## src/rtl/core/xqv_pkg.sv

```systemverilog
// ----------------------------------------------------------------------------
// XML QName validator package
// Shared types, constants and character class tables for the validator core.
// ----------------------------------------------------------------------------
package xqv_pkg;

   localparam int CP_WIDTH            = 21;
   localparam int LEN_OUT_W           = 16;
   localparam int REQ_DATA_W          = 8;
   localparam int RSP_DATA_W          = 40;
   localparam int MODE_W              = 2;
   localparam int DEFAULT_LENGTH_BITS = 16;
   localparam int DEFAULT_QUEUE_DEPTH = 4;

   typedef enum logic [MODE_W-1:0] {
      MODE_NAME   = 2'd0,
      MODE_NCNAME = 2'd1,
      MODE_QNAME  = 2'd2
   } mode_type;

   typedef enum logic [2:0] {
      KIND_ASCII = 3'd0,
      KIND_LEAD2 = 3'd1,
      KIND_LEAD3 = 3'd2,
      KIND_LEAD4 = 3'd3,
      KIND_CONT  = 3'd4,
      KIND_BAD   = 3'd5
   } byte_kind_type;

   typedef struct packed {
      byte_kind_type          kind;
      logic [REQ_DATA_W-1:0]  data;
      logic                   last;
      logic                   empty;
   } item_type;

   typedef struct packed {
      logic [CP_WIDTH-1:0] lo;
      logic [CP_WIDTH-1:0] hi;
   } span_type;

   localparam int START_SPAN_COUNT = 16;
   localparam int EXTRA_SPAN_COUNT = 6;

   localparam span_type START_SPANS [START_SPAN_COUNT] = '{
      '{21'h0003A, 21'h0003A}, '{21'h00041, 21'h0005A},
      '{21'h0005F, 21'h0005F}, '{21'h00061, 21'h0007A},
      '{21'h000C0, 21'h000D6}, '{21'h000D8, 21'h000F6},
      '{21'h000F8, 21'h002FF}, '{21'h00370, 21'h0037D},
      '{21'h0037F, 21'h01FFF}, '{21'h0200C, 21'h0200D},
      '{21'h02070, 21'h0218F}, '{21'h02C00, 21'h02FEF},
      '{21'h03001, 21'h0D7FF}, '{21'h0F900, 21'h0FDCF},
      '{21'h0FDF0, 21'h0FFFD}, '{21'h10000, 21'hEFFFF}
   };

   localparam span_type EXTRA_SPANS [EXTRA_SPAN_COUNT] = '{
      '{21'h0002D, 21'h0002D}, '{21'h0002E, 21'h0002E},
      '{21'h00030, 21'h00039}, '{21'h000B7, 21'h000B7},
      '{21'h00300, 21'h0036F}, '{21'h0203F, 21'h02040}
   };

   localparam logic [CP_WIDTH-1:0] COLON_CP = 21'h0003A;

   function automatic logic is_start(input logic [CP_WIDTH-1:0] cp);
      logic hit;
      hit = 1'b0;
      for (int i = 0; i < START_SPAN_COUNT; i++) begin
         if (cp >= START_SPANS[i].lo && cp <= START_SPANS[i].hi) begin
            hit = 1'b1;
         end
      end
      return hit;
   endfunction

   function automatic logic is_name_char(input logic [CP_WIDTH-1:0] cp);
      logic hit;
      hit = is_start(cp);
      for (int i = 0; i < EXTRA_SPAN_COUNT; i++) begin
         if (cp >= EXTRA_SPANS[i].lo && cp <= EXTRA_SPANS[i].hi) begin
            hit = 1'b1;
         end
      end
      return hit;
   endfunction

endpackage

```

## src/rtl/core/xml_qname_validator_core.sv

```systemverilog
// ----------------------------------------------------------------------------
// XML QName validator core
// Checks a UTF-8 byte stream against the XML Name, NCName or QName production.
// ----------------------------------------------------------------------------
// One request item carries one string byte; the item with tlast ends the
// string and produces one response item. The core takes one byte per cycle
// while the queue is not full: the front end classifies each byte and writes
// it into a queue of QUEUE_DEPTH items, and the back end decodes one queued
// item per cycle unless held by an untaken response, and registers the result
// in the response register when it pops the last item of a string. A response
// that is not taken stalls the back end only when the next string ends; until
// then the queue keeps absorbing bytes. The check mode register must be
// written only while no string is in flight.
module xml_qname_validator_core #(
   parameter int LENGTH_BITS = xqv_pkg::DEFAULT_LENGTH_BITS,
   parameter int QUEUE_DEPTH = xqv_pkg::DEFAULT_QUEUE_DEPTH
) (
   input  logic                           clock,
   input  logic                           reset,
   input  logic                           csr_we,
   // csr_wdata: check_mode
   input  logic [xqv_pkg::MODE_W-1:0]     csr_wdata,
   input  logic                           req_tvalid,
   output logic                           req_tready,
   // req_tdata: data_byte[7:0]
   input  logic [xqv_pkg::REQ_DATA_W-1:0] req_tdata,
   // req_tlast: end_of_string
   input  logic                           req_tlast,
   // req_tuser: empty_string
   input  logic                           req_tuser,
   output logic                           rsp_tvalid,
   input  logic                           rsp_tready,
   // rsp_tdata: is_valid[0], has_prefix[1], prefix_length[17:2],
   // local_length[33:18], zero padding[39:34]
   output logic [xqv_pkg::RSP_DATA_W-1:0] rsp_tdata
);
   import xqv_pkg::*;

   logic     queue_full;
   logic     push;
   item_type push_item;
   logic     pop;
   logic     head_valid;
   item_type head_item;

   xqv_front u_front (
      .req_tvalid (req_tvalid),
      .req_tready (req_tready),
      .req_tdata  (req_tdata),
      .req_tlast  (req_tlast),
      .req_tuser  (req_tuser),
      .queue_full (queue_full),
      .push       (push),
      .push_item  (push_item)
   );

   xqv_queue #(
      .DEPTH (QUEUE_DEPTH)
   ) u_queue (
      .clock      (clock),
      .reset      (reset),
      .push       (push),
      .push_item  (push_item),
      .full       (queue_full),
      .pop        (pop),
      .head_valid (head_valid),
      .head_item  (head_item)
   );

   xqv_back #(
      .LENGTH_BITS (LENGTH_BITS)
   ) u_back (
      .clock      (clock),
      .reset      (reset),
      .csr_we     (csr_we),
      .csr_wdata  (csr_wdata),
      .head_valid (head_valid),
      .head_item  (head_item),
      .pop        (pop),
      .rsp_tvalid (rsp_tvalid),
      .rsp_tready (rsp_tready),
      .rsp_tdata  (rsp_tdata)
   );

endmodule

```

## src/rtl/core/xqv_front.sv

```systemverilog
// ----------------------------------------------------------------------------
// XML QName validator front end
// Accepts request items and classifies each byte by its UTF-8 role.
// ----------------------------------------------------------------------------
module xqv_front (
   input  logic                           req_tvalid,
   output logic                           req_tready,
   input  logic [xqv_pkg::REQ_DATA_W-1:0] req_tdata,
   input  logic                           req_tlast,
   input  logic                           req_tuser,
   input  logic                           queue_full,
   output logic                           push,
   output xqv_pkg::item_type              push_item
);
   import xqv_pkg::*;

   byte_kind_type kind;

   always_comb begin
      case (req_tdata) inside
         [8'h00:8'h7F]: kind = KIND_ASCII;
         [8'h80:8'hBF]: kind = KIND_CONT;
         [8'hC2:8'hDF]: kind = KIND_LEAD2;
         [8'hE0:8'hEF]: kind = KIND_LEAD3;
         [8'hF0:8'hF4]: kind = KIND_LEAD4;
         default:       kind = KIND_BAD;
      endcase
   end

   assign req_tready      = !queue_full;
   assign push            = req_tvalid && !queue_full;
   assign push_item.kind  = kind;
   assign push_item.data  = req_tdata;
   assign push_item.last  = req_tlast;
   assign push_item.empty = req_tuser;

endmodule

```

## src/rtl/core/xqv_queue.sv

```systemverilog
// ----------------------------------------------------------------------------
// XML QName validator item queue
// Small register FIFO that decouples the front end from the back end.
// ----------------------------------------------------------------------------
module xqv_queue #(
   parameter int DEPTH = xqv_pkg::DEFAULT_QUEUE_DEPTH
) (
   input  logic              clock,
   input  logic              reset,
   input  logic              push,
   input  xqv_pkg::item_type push_item,
   output logic              full,
   input  logic              pop,
   output logic              head_valid,
   output xqv_pkg::item_type head_item
);
   import xqv_pkg::*;

   localparam int PTR_W = $clog2(DEPTH);
   localparam int CNT_W = $clog2(DEPTH + 1);

   item_type           entries_ff [DEPTH];
   logic [PTR_W-1:0]   wr_ptr_ff, wr_ptr_in;
   logic [PTR_W-1:0]   rd_ptr_ff, rd_ptr_in;
   logic [CNT_W-1:0]   count_ff, count_in;

   assign full       = (count_ff == CNT_W'(DEPTH));
   assign head_valid = (count_ff != '0);
   assign head_item  = entries_ff[rd_ptr_ff];

   always_comb begin
      wr_ptr_in = wr_ptr_ff;
      rd_ptr_in = rd_ptr_ff;
      count_in  = count_ff;
      if (push) begin
         wr_ptr_in = (wr_ptr_ff == PTR_W'(DEPTH - 1)) ? '0 : wr_ptr_ff + 1'b1;
      end
      if (pop) begin
         rd_ptr_in = (rd_ptr_ff == PTR_W'(DEPTH - 1)) ? '0 : rd_ptr_ff + 1'b1;
      end
      if (push && !pop) begin
         count_in = count_ff + 1'b1;
      end else if (pop && !push) begin
         count_in = count_ff - 1'b1;
      end
   end

   always_ff @(posedge clock) begin
      if (reset) begin
         wr_ptr_ff <= '0;
         rd_ptr_ff <= '0;
         count_ff  <= '0;
      end else begin
         wr_ptr_ff <= wr_ptr_in;
         rd_ptr_ff <= rd_ptr_in;
         count_ff  <= count_in;
      end
   end

   always_ff @(posedge clock) begin
      if (push) begin
         entries_ff[wr_ptr_ff] <= push_item;
      end
   end

endmodule

```

## src/rtl/core/xqv_back.sv

```systemverilog
// ----------------------------------------------------------------------------
// XML QName validator back end
// Decodes UTF-8, checks name character classes and produces the result item.
// ----------------------------------------------------------------------------
module xqv_back #(
   parameter int LENGTH_BITS = xqv_pkg::DEFAULT_LENGTH_BITS
) (
   input  logic                           clock,
   input  logic                           reset,
   input  logic                           csr_we,
   input  logic [xqv_pkg::MODE_W-1:0]     csr_wdata,
   input  logic                           head_valid,
   input  xqv_pkg::item_type              head_item,
   output logic                           pop,
   output logic                           rsp_tvalid,
   input  logic                           rsp_tready,
   output logic [xqv_pkg::RSP_DATA_W-1:0] rsp_tdata
);
   import xqv_pkg::*;

   mode_type               mode_ff, mode_in;
   logic [CP_WIDTH-1:0]    acc_ff, acc_in, acc_step, acc_shift;
   logic [1:0]             pend_ff, pend_in, pend_step;
   logic                   seg_first_ff, seg_first_in, seg_first_step;
   logic                   colon_ff, colon_in, colon_step;
   logic                   valid_ff, valid_in, valid_step;
   logic [LENGTH_BITS-1:0] cnt_ff, cnt_in, cnt_step;
   logic [LENGTH_BITS-1:0] prefix_ff, prefix_in, prefix_step;
   logic [LENGTH_BITS-1:0] local_bytes;
   logic [CP_WIDTH-1:0]    cp;
   logic                   cp_done;
   logic                   cont_err;
   logic                   is_colon;
   logic                   ok;
   logic                   rsp_valid_ff, rsp_valid_in;
   logic                   out_valid_ff;
   logic                   out_prefix_ff;
   logic [LEN_OUT_W-1:0]   out_plen_ff;
   logic [LEN_OUT_W-1:0]   out_llen_ff;
   logic                   load_rsp;

   always_comb begin
      case (csr_wdata)
         MODE_NAME:   mode_in = MODE_NAME;
         MODE_NCNAME: mode_in = MODE_NCNAME;
         default:     mode_in = MODE_QNAME;
      endcase
   end

   assign pop      = head_valid && (!head_item.last || !rsp_valid_ff || rsp_tready);
   assign load_rsp = pop && head_item.last;

   assign acc_shift = {acc_ff[CP_WIDTH-7:0], head_item.data[5:0]};
   assign cont_err  = (head_item.kind != KIND_CONT)
                   || (pend_ff == 2'd2 && acc_ff == '0 && head_item.data < 8'hA0)
                   || (pend_ff == 2'd3 && acc_ff == '0 && head_item.data < 8'h90)
                   || (pend_ff == 2'd3 && acc_ff == CP_WIDTH'(4) && head_item.data > 8'h8F);

   always_comb begin
      acc_step       = acc_ff;
      pend_step      = pend_ff;
      seg_first_step = seg_first_ff;
      colon_step     = colon_ff;
      valid_step     = valid_ff;
      cnt_step       = cnt_ff;
      prefix_step    = prefix_ff;
      cp             = acc_shift;
      cp_done        = 1'b0;
      is_colon       = 1'b0;
      if (!head_item.empty) begin
         if (&cnt_ff) begin
            valid_step = 1'b0;
         end else begin
            cnt_step = cnt_ff + 1'b1;
         end
         if (pend_ff == 2'd0) begin
            case (head_item.kind)
               KIND_ASCII: begin
                  cp      = {{(CP_WIDTH-8){1'b0}}, head_item.data};
                  cp_done = 1'b1;
               end
               KIND_LEAD2: begin
                  acc_step  = {{(CP_WIDTH-5){1'b0}}, head_item.data[4:0]};
                  pend_step = 2'd1;
               end
               KIND_LEAD3: begin
                  acc_step  = {{(CP_WIDTH-4){1'b0}}, head_item.data[3:0]};
                  pend_step = 2'd2;
               end
               KIND_LEAD4: begin
                  acc_step  = {{(CP_WIDTH-3){1'b0}}, head_item.data[2:0]};
                  pend_step = 2'd3;
               end
               default: begin
                  valid_step = 1'b0;
               end
            endcase
         end else if (cont_err) begin
            valid_step = 1'b0;
            pend_step  = 2'd0;
            acc_step   = '0;
         end else begin
            acc_step  = acc_shift;
            pend_step = pend_ff - 2'd1;
            if (pend_ff == 2'd1) begin
               cp       = acc_shift;
               cp_done  = 1'b1;
               acc_step = '0;
            end
         end
      end
      if (cp_done) begin
         is_colon = (cp == COLON_CP) && (mode_ff != MODE_NAME);
         if (is_colon) begin
            if (mode_ff == MODE_NCNAME || colon_ff || seg_first_ff) begin
               valid_step = 1'b0;
            end else begin
               colon_step     = 1'b1;
               prefix_step    = cnt_ff;
               seg_first_step = 1'b1;
            end
         end else begin
            if (seg_first_ff ? !is_start(cp) : !is_name_char(cp)) begin
               valid_step = 1'b0;
            end
            seg_first_step = 1'b0;
         end
      end
   end

   assign ok          = valid_step && (pend_step == 2'd0) && !seg_first_step;
   assign local_bytes = colon_step ? cnt_step - prefix_step - 1'b1 : cnt_step;

   always_comb begin
      if (head_item.last) begin
         acc_in       = '0;
         pend_in      = 2'd0;
         seg_first_in = 1'b1;
         colon_in     = 1'b0;
         valid_in     = 1'b1;
         cnt_in       = '0;
         prefix_in    = '0;
      end else begin
         acc_in       = acc_step;
         pend_in      = pend_step;
         seg_first_in = seg_first_step;
         colon_in     = colon_step;
         valid_in     = valid_step;
         cnt_in       = cnt_step;
         prefix_in    = prefix_step;
      end
   end

   always_comb begin
      rsp_valid_in = rsp_valid_ff;
      if (load_rsp) begin
         rsp_valid_in = 1'b1;
      end else if (rsp_tready) begin
         rsp_valid_in = 1'b0;
      end
   end

   always_ff @(posedge clock) begin
      if (reset) begin
         mode_ff      <= MODE_NAME;
         acc_ff       <= '0;
         pend_ff      <= 2'd0;
         seg_first_ff <= 1'b1;
         colon_ff     <= 1'b0;
         valid_ff     <= 1'b1;
         cnt_ff       <= '0;
         prefix_ff    <= '0;
         rsp_valid_ff <= 1'b0;
      end else begin
         if (csr_we) begin
            mode_ff <= mode_in;
         end
         if (pop) begin
            acc_ff       <= acc_in;
            pend_ff      <= pend_in;
            seg_first_ff <= seg_first_in;
            colon_ff     <= colon_in;
            valid_ff     <= valid_in;
            cnt_ff       <= cnt_in;
            prefix_ff    <= prefix_in;
         end
         rsp_valid_ff <= rsp_valid_in;
      end
   end

   always_ff @(posedge clock) begin
      if (load_rsp) begin
         out_valid_ff  <= ok;
         out_prefix_ff <= ok && colon_step;
         out_plen_ff   <= (ok && colon_step) ? LEN_OUT_W'(prefix_step) : '0;
         out_llen_ff   <= ok ? LEN_OUT_W'(local_bytes) : '0;
      end
   end

   assign rsp_tvalid = rsp_valid_ff;
   assign rsp_tdata  = {{(RSP_DATA_W-2-2*LEN_OUT_W){1'b0}},
                        out_llen_ff, out_plen_ff, out_prefix_ff, out_valid_ff};

endmodule

```

## config.mk

```make
export PLATFORM = sky130hd
export DESIGN_NAME = xml_qname_validator_core
export DESIGN_NICKNAME = d
export VERILOG_FILES = /design/src/rtl/core/xqv_pkg.sv /design/src/rtl/core/xml_qname_validator_core.sv /design/src/rtl/core/xqv_front.sv /design/src/rtl/core/xqv_queue.sv /design/src/rtl/core/xqv_back.sv
export SDC_FILE = /design/constraint.sdc
export NUM_CORES = 1
export LEC_CHECK = 0
export BUFFER_PORTS_ARGS = -buffer_cell sky130_fd_sc_hd__buf_2
export CORE_MARGIN = 5
export CORE_UTILIZATION = 53
export CTS_CLUSTER_DIAMETER = 80
export DETAILED_ROUTE_END_ITERATION = 8
export GPL_TIMING_DRIVEN = 1
export PLACE_DENSITY = 0.74
export SLEW_MARGIN = 20
export SYNTH_ARGS = -nofsm -noshare
export SYNTH_HDL_FRONTEND = slang
export SYNTH_HIERARCHICAL = 1
export SYNTH_SLANG_ARGS = --single-unit
export TNS_END_PERCENT = 20
```

## constraint.sdc

```tcl
create_clock -name clock -period 5.7 [get_ports clock]
set_input_delay 0.57 -clock clock [delete_from_list [all_inputs] [get_ports clock]]
set_output_delay 0.57 -clock clock [all_outputs]
set_load 0.03 [all_outputs]
```

# Word level (Yosys, flattened, before mapping)
# Memory sizes are Yosys's and may differ from the RTL's. A register that Yosys moved wholly into a read port is not among the register bits.
# Index checks and enable logic that the tools add are counted.
op_classes:
  magnitude_cmp: 57
  n_addsub: 8
  n_eq_ne: 16
  mux: 88
  n_reduce_logical: 69
ops:
  columns: ["cell", "count"]
  rows:
  - ["two-way mux 21 bit", 8]
  - ["two-way mux 16 bit", 8]
  - ["greater-or-equal comparator 21 x 14 -> 1 bit, second input constant", 5]
  - ["greater-or-equal comparator 21 x 6 -> 1 bit, second input constant", 4]
  - ["greater-or-equal comparator 21 x 8 -> 1 bit, second input constant", 4]
  - ["less-or-equal comparator 21 x 14 -> 1 bit, second input constant", 4]
  - ["less-or-equal comparator 21 x 6 -> 1 bit, second input constant", 4]
  - ["greater-or-equal comparator 21 x 10 -> 1 bit, second input constant", 3]
  - ["greater-or-equal comparator 21 x 7 -> 1 bit, second input constant", 3]
  - ["less-or-equal comparator 21 x 10 -> 1 bit, second input constant", 3]
  - ["less-or-equal comparator 21 x 16 -> 1 bit, second input constant", 3]
  - ["less-or-equal comparator 21 x 7 -> 1 bit, second input constant", 3]
  - ["less-or-equal comparator 21 x 8 -> 1 bit, second input constant", 3]
  - ["one-hot mux 21 bit (3 select lines)", 1]
  - ["two-way mux 1 bit", 54]
  - ["greater-or-equal comparator 21 x 16 -> 1 bit, second input constant", 2]
  - ["logical AND 1 bit", 42]
  - ["greater-or-equal comparator 8 bit, second input constant", 4]
  - ["less-or-equal comparator 8 bit, second input constant", 4]
  - ["== test 21 x 3 -> 1 bit, second input constant", 1]
  - ["== test 21 x 6 -> 1 bit, second input constant", 1]
  - ["greater-or-equal comparator 21 x 17 -> 1 bit, second input constant", 1]
  - ["less-or-equal comparator 21 x 13 -> 1 bit, second input constant", 1]
  - ["less-or-equal comparator 21 x 20 -> 1 bit, second input constant", 1]
  - ["33 further kinds", 71]
word_totals:
  in_bits: 17
  ram_bits: 52
  reg_bits: 102
  output_inout_bits: 42
  memories: 1
  wordCells: 255
mem_list:
  columns: ["memory", "depth", "word_bits", "rd", "rd_ports_with_merged_regs", "write_ports", "line", "text"]
  rows:
  - ["u_queue.entries_ff", 4, 13, 1, 1, 1, "xqv_queue.sv:22", "item_type entries_ff [DEPTH];"]

# Logic depth before layout (Yosys ltp)
logic_depth:
  ltp_word: 38
  ltp_mapped: 23
  depth_no_buf: 18

# Cells and area by module
# The synthesis kept the hierarchy.
by_module_without_submodules:
  columns: ["mod", "seq_area_each_um2", "instances", "cells_each", "area_per_inst_um2"]
  rows:
  - ["xqv_back", 2242.2, 1, 746, 6123.4]
  - ["xqv_queue", 1741.7, 1, 111, 2323.5]
  - ["xqv_front", 0.0, 1, 24, 152.6]

# Worst setup path after synthesis
# OpenSTA, ideal clock, no wires.
synth_path:
  path_type: "flip-flop to flip-flop"
  startpoint: "register (tool-made name)"
  endpoint: "register u_back.out_llen_ff[14] (data pin)"
  required_ns: 5.439
  n_path_buf: 4
  setup_slack_ns: 0.113
  setup_time_ns: 0.261
  t_arrival_ns: 5.326
  path_stages_with_launch: 22
  period_less_slack_ns: 5.587
  cell_sequence: "dfxtp_1 > buf_6 > mux4_2 > or4b_2 > clkbuf_1 > nor4_1 > o22ai_1 > a211o_1 > buf_2 > buf_2 > mux2i_1 > ha_1 > fa_1 > a21o_1 > a311o_1 > nand3_1 > and3_1 > a21oi_1 > a31oi_1 > nor3_1 > a221oi_1 > nor2_1"
synth_rtl:
  columns: ["element", "line", "text"]
  rows:
  - ["end signal, assigned", "xqv_back.sv:196", "out_llen_ff <= ok ? LEN_OUT_W'(local_bytes) : '0;"]
  - ["end, declared", "xqv_back.sv:39", "logic [LEN_OUT_W-1:0] out_llen_ff;"]

==> impl_metrics.csv <==
group,metric,value,unit
status,outcome,"finished, final reports clean",
detailed_routing,antenna_violating_nets_post_route,0,
detailed_routing,postRouteWirelength,20000,um
yosys,post_synth.cell_area_avg,9.76,um2
worst_setup_path,worstRegToRegCells,18,
die,die-area,18900,um2
worst_setup_path,cp_top_family,"compound AO/OA/AOI/OAI gates",
die,rows,46,
worst_setup_path,critPathCaptureType,"flip-flop",
yosys,yosys.cell_count.top_type,"sky130_fd_sc_hd__nor2_1",
die,design.portCount,59,
yosys,netlist.top_cell.by_area,"sky130_fd_sc_hd__edfxtp_1",
power,p_int,0.00276,W
final_layout,final_layout_size_suffix_gt1_share,14.8,%
timing,final.min_clock_period,5410,ps
grt,grt_pass1_wl,32800,um
final_layout,layout.core_utilization,60.5,%
worst_setup_path,number_of_gates_on_the_worst_path_with_buffers_counted,18,
clock_tree,cts_hold_repair.buffers,0,
clock_tree,tritoncts_sinks,156,
power,power.clock.fraction,24.7,%
timing,skew,14.1,ps
detailed_routing,detailedRoute.firstIterationViolations,678,
worst_setup_path,critical_path.max_stage_delay,580,ps
die,die_h,137,um
yosys,count_of_flip_flops_with_a_built_in_enable_after_synthesis,86,
timing,timing.final.hold_violations,0,
clock_tree,htree_levels,4,
timing,final_cycle_utilization_of_the_critical_path,95.0,%
clock_tree,cts.root.buffer_cell,"sky130_fd_sc_hd__clkbuf_16",
yosys,netlist_area,8600,um2
worst_setup_path,worst-endpoint-arrival,5570,ps
grt,first_global_vias,6428,
final_layout,final_stage_net_count,958,
timing,slew_worst_pin,1050,ps
clock_tree,tritoncts,"done",
timing,slew_violations,0,
hold_path,holdCritPathClass,"in2reg",
die,start_util,54.1,%
power,seq_power_share,32.0,%
yosys,synth_seq_area_share,46.3,%
yosys,syn-instance-count,881,
worst_setup_path,data_required_time_of_the_critical_path,5860,ps
final_layout,final.fill_count,1378,
yosys,synth_seq_cells,156,
worst_setup_path,critPathBufInv,2,
detailed_routing,route.detailed.wl_per_inst,17.5,um
grt,grt_max_degree,69,
timing,setup-violations-final,0,
die,die_width,137,um
detailed_routing,drt_pre_antenna_iters,5,
hold_path,holdCritStartpoint,"req_tuser",
grt,antenna_found_initial,0,
yosys,ys_async_sr_fraction,0,%
power,maximum_ir_drop_on_the_vdd_rail,0.294,mV
grt,grt-ovfl-total,0,
power,swShare,40.2,%
timing,max_clock_freq,185,MHz
hold_path,hold_path_depth,1,
yosys,synth.top_cells.by_area,"sky130_fd_sc_hd__edfxtp_1 (30%), sky130_fd_sc_hd__dfxtp_1 (16%), sky130_fd_sc_hd__nor2_1 (6.2%), sky130_fd_sc_hd__ha_1 (3.8%), sky130_fd_sc_hd__a21oi_1 (3.4%)",
die,core,15900,um2
yosys,synth.lib_cells_used.distinct,75,
timing,setup_slack,288,ps
worst_setup_path,critPathLaunchType,"flip-flop",
final_layout,number_of_diodes,0,
worst_setup_path,critPathKind,"reg2reg",
run,cap_viol_max_count,0,
timing,worst_slew_margin_rel,29.9,%
place,dp_hpwl,13400,um
clock_tree,skew_pair_late_insertion_delay,430,ps
clock_tree,max-clock-path-buffers,2,
worst_setup_path,worst-path-max-fanout,9,
worst_setup_path,slowest_stage,"sky130_fd_sc_hd__mux4_1",
detailed_routing,routed_via_count,6868,
place,placement.setup.worst_slack,142,ps
clock_tree,tritoncts.num_buffers,17,
yosys,yosysWarnings,6,
grt,grt_use_total,21.8,%
place,io_buffers,52,
worst_setup_path,cell_breakdown_of_the_critical_path,"buf_4, mux4_1, or4bb_1, a211oi_1, o22ai_1, a211o_1, buf_4, mux2i_1, ha_1, o21ai_0, o21a_1, o31ai_2, o211ai_1, a41oi_1, nor3_1, nor3_1, xor2_1, nor2_1",
detailed_routing,drt_drc_violations_left,0,
timing,hold_slack,367,ps
power,power_switching,0.00186,W
yosys,ys.flop_type,"sky130_fd_sc_hd__edfxtp_1",
clock_tree,path_clk_slew,60,ps
power,cellLeakagePower,3.61,nW
place,placer_congestion_estimate,0.942,
detailed_routing,vias_per_cell,6.01,
final_layout,area_delta_synth_final,11.8,%
power,power.total,0.00462,W
yosys,ys_top_cells_by_count,"sky130_fd_sc_hd__nor2_1 (143), sky130_fd_sc_hd__edfxtp_1 (86), sky130_fd_sc_hd__dfxtp_1 (70)",
yosys,yosys.area.top_type_share,30.0,%
power,combinationalPowerShare,43.3,%
power,power.density,480,nW/um2
## state kept, by name, summed over array words and instances, names as in the netlist, 2 cells and up, named ones only
signal	cells
u_back/out_plen_ff	16
u_queue/count_ff	3
u_back/cnt_ff	16
u_back/acc_ff	21
u_back/prefix_ff	16
u_back/mode_ff	2
u_queue/rd_ptr_ff	2
u_queue/entries_ff	52
u_back/pend_ff	2
u_queue/wr_ptr_ff	2
u_back/out_llen_ff	16
## final cells by class
type / instances / area, um2 / share of cell area (%)
clock inverters: 14 / 158 / 1.64
inverters: 20 / 75.1 / 0.781
clock buffers: 18 / 439 / 4.57
repair buffers: 78 / 455 / 4.74
well taps: 216 / 270 / 2.81
multi-input cells: 640 / 4230 / 44.0
flip-flops and latches: 156 / 3990 / 41.4
## routing by layer
metal	vias up	global-route usage, %	routed length [um]
met5	-	0	0
met4	0	6.93	368
met3	36	3.94	1190
met2	246	33.4	9160
met1	3274	31.6	9260
li1	3312	-	-
## worst register-to-register path: stages, from the launching register on
cell	delay, ps
sky130_fd_sc_hd__dfxtp_2	410
sky130_fd_sc_hd__buf_4	200
sky130_fd_sc_hd__mux4_1	580
sky130_fd_sc_hd__or4bb_1	580
sky130_fd_sc_hd__a211oi_1	360
sky130_fd_sc_hd__o22ai_1	190
sky130_fd_sc_hd__a211o_1	400
sky130_fd_sc_hd__buf_4	240
sky130_fd_sc_hd__mux2i_1	170
sky130_fd_sc_hd__ha_1	390
sky130_fd_sc_hd__o21ai_0	140
sky130_fd_sc_hd__o21a_1	230
sky130_fd_sc_hd__o31ai_2	340
sky130_fd_sc_hd__o211ai_1	150
sky130_fd_sc_hd__a41oi_1	250
sky130_fd_sc_hd__nor3_1	70
sky130_fd_sc_hd__nor3_1	200
sky130_fd_sc_hd__xor2_1	180
sky130_fd_sc_hd__nor2_1	50
## cells by family (layout without fill, tap and decap cells)
| family | after synthesis | in the layout | synth area share (%) |
|---|---|---|---|
| multiplexers | 42 | 42 | 6.91 |
| other | 1 | 6 | 0.0436 |
| flip-flops | 156 | 156 | 46.3 |
| AND/OR/NAND/NOR | 350 | 350 | 20.2 |
| adder cells (fa/ha/maj) | 28 | 28 | 4.25 |
| AO/OA/AOI/OAI | 186 | 186 | 14.5 |
| buffers and inverters | 90 | 130 | 4.93 |
| XOR/XNOR | 28 | 28 | 2.85 |
## power groups by stage
| stage | combinational (W) | clock (W) | sequential, W |
|---|---|---|---|
| floorplan | 0.00128 | 0 | 0.00167 |
| global placement | 0.00193 | 0 | 0.00150 |
| detailed placement | 0.00195 | 0 | 0.00150 |
| CTS | 0.00197 | 0.00116 | 0.00148 |
| global route | 0.00216 | 0.00122 | 0.00149 |
| finish | 0.00200 | 0.00114 | 0.00148 |
## cells in the final DEF, fill, tap and decap left out, drive strengths merged, types with 15 or more instances in the layout
cell type,instances
or3,16
a22oi,35
nand2,35
mux2i,29
xnor2,15
buf,78
o21ai,19
nor3,47
nand3,22
a21oi,59
edfxtp,86
nor2,144
dfxtp,70
clkbuf,18
ha,26
inv,25
## what timing repair did
| item | CTS | global route |
|---|---|---|
| setup buffers | 0 | 0 |
| endpoints found under the setup margin | 0 | 4 |
| gates resized for setup | 0 | 5 |
## worst paths after layout
check / end / slack [ps]
setup / recovery: u_back/out_llen_ff[15] / 290
hold / removal: u_queue/entries_ff[1][0] / 370
setup reg to reg: u_back/out_llen_ff[15] / 290
hold reg to reg: u_back/valid_ff / 480
## stage by stage
| stage | cells | setup TNS (ps) | area [um2] |
|---|---|---|---|
| floorplan | 886 | 0 | 8620 |
| global placement | 1110 | 0 | 9000 |
| detailed placement | 1110 | 0 | 9000 |
| CTS | 1142 | 0 | 9600 |
| global route | 1142 | -78.0 | 9620 |
| finish | 1142 | 0 | 9620 |
(Power assumes the default switching activity.)
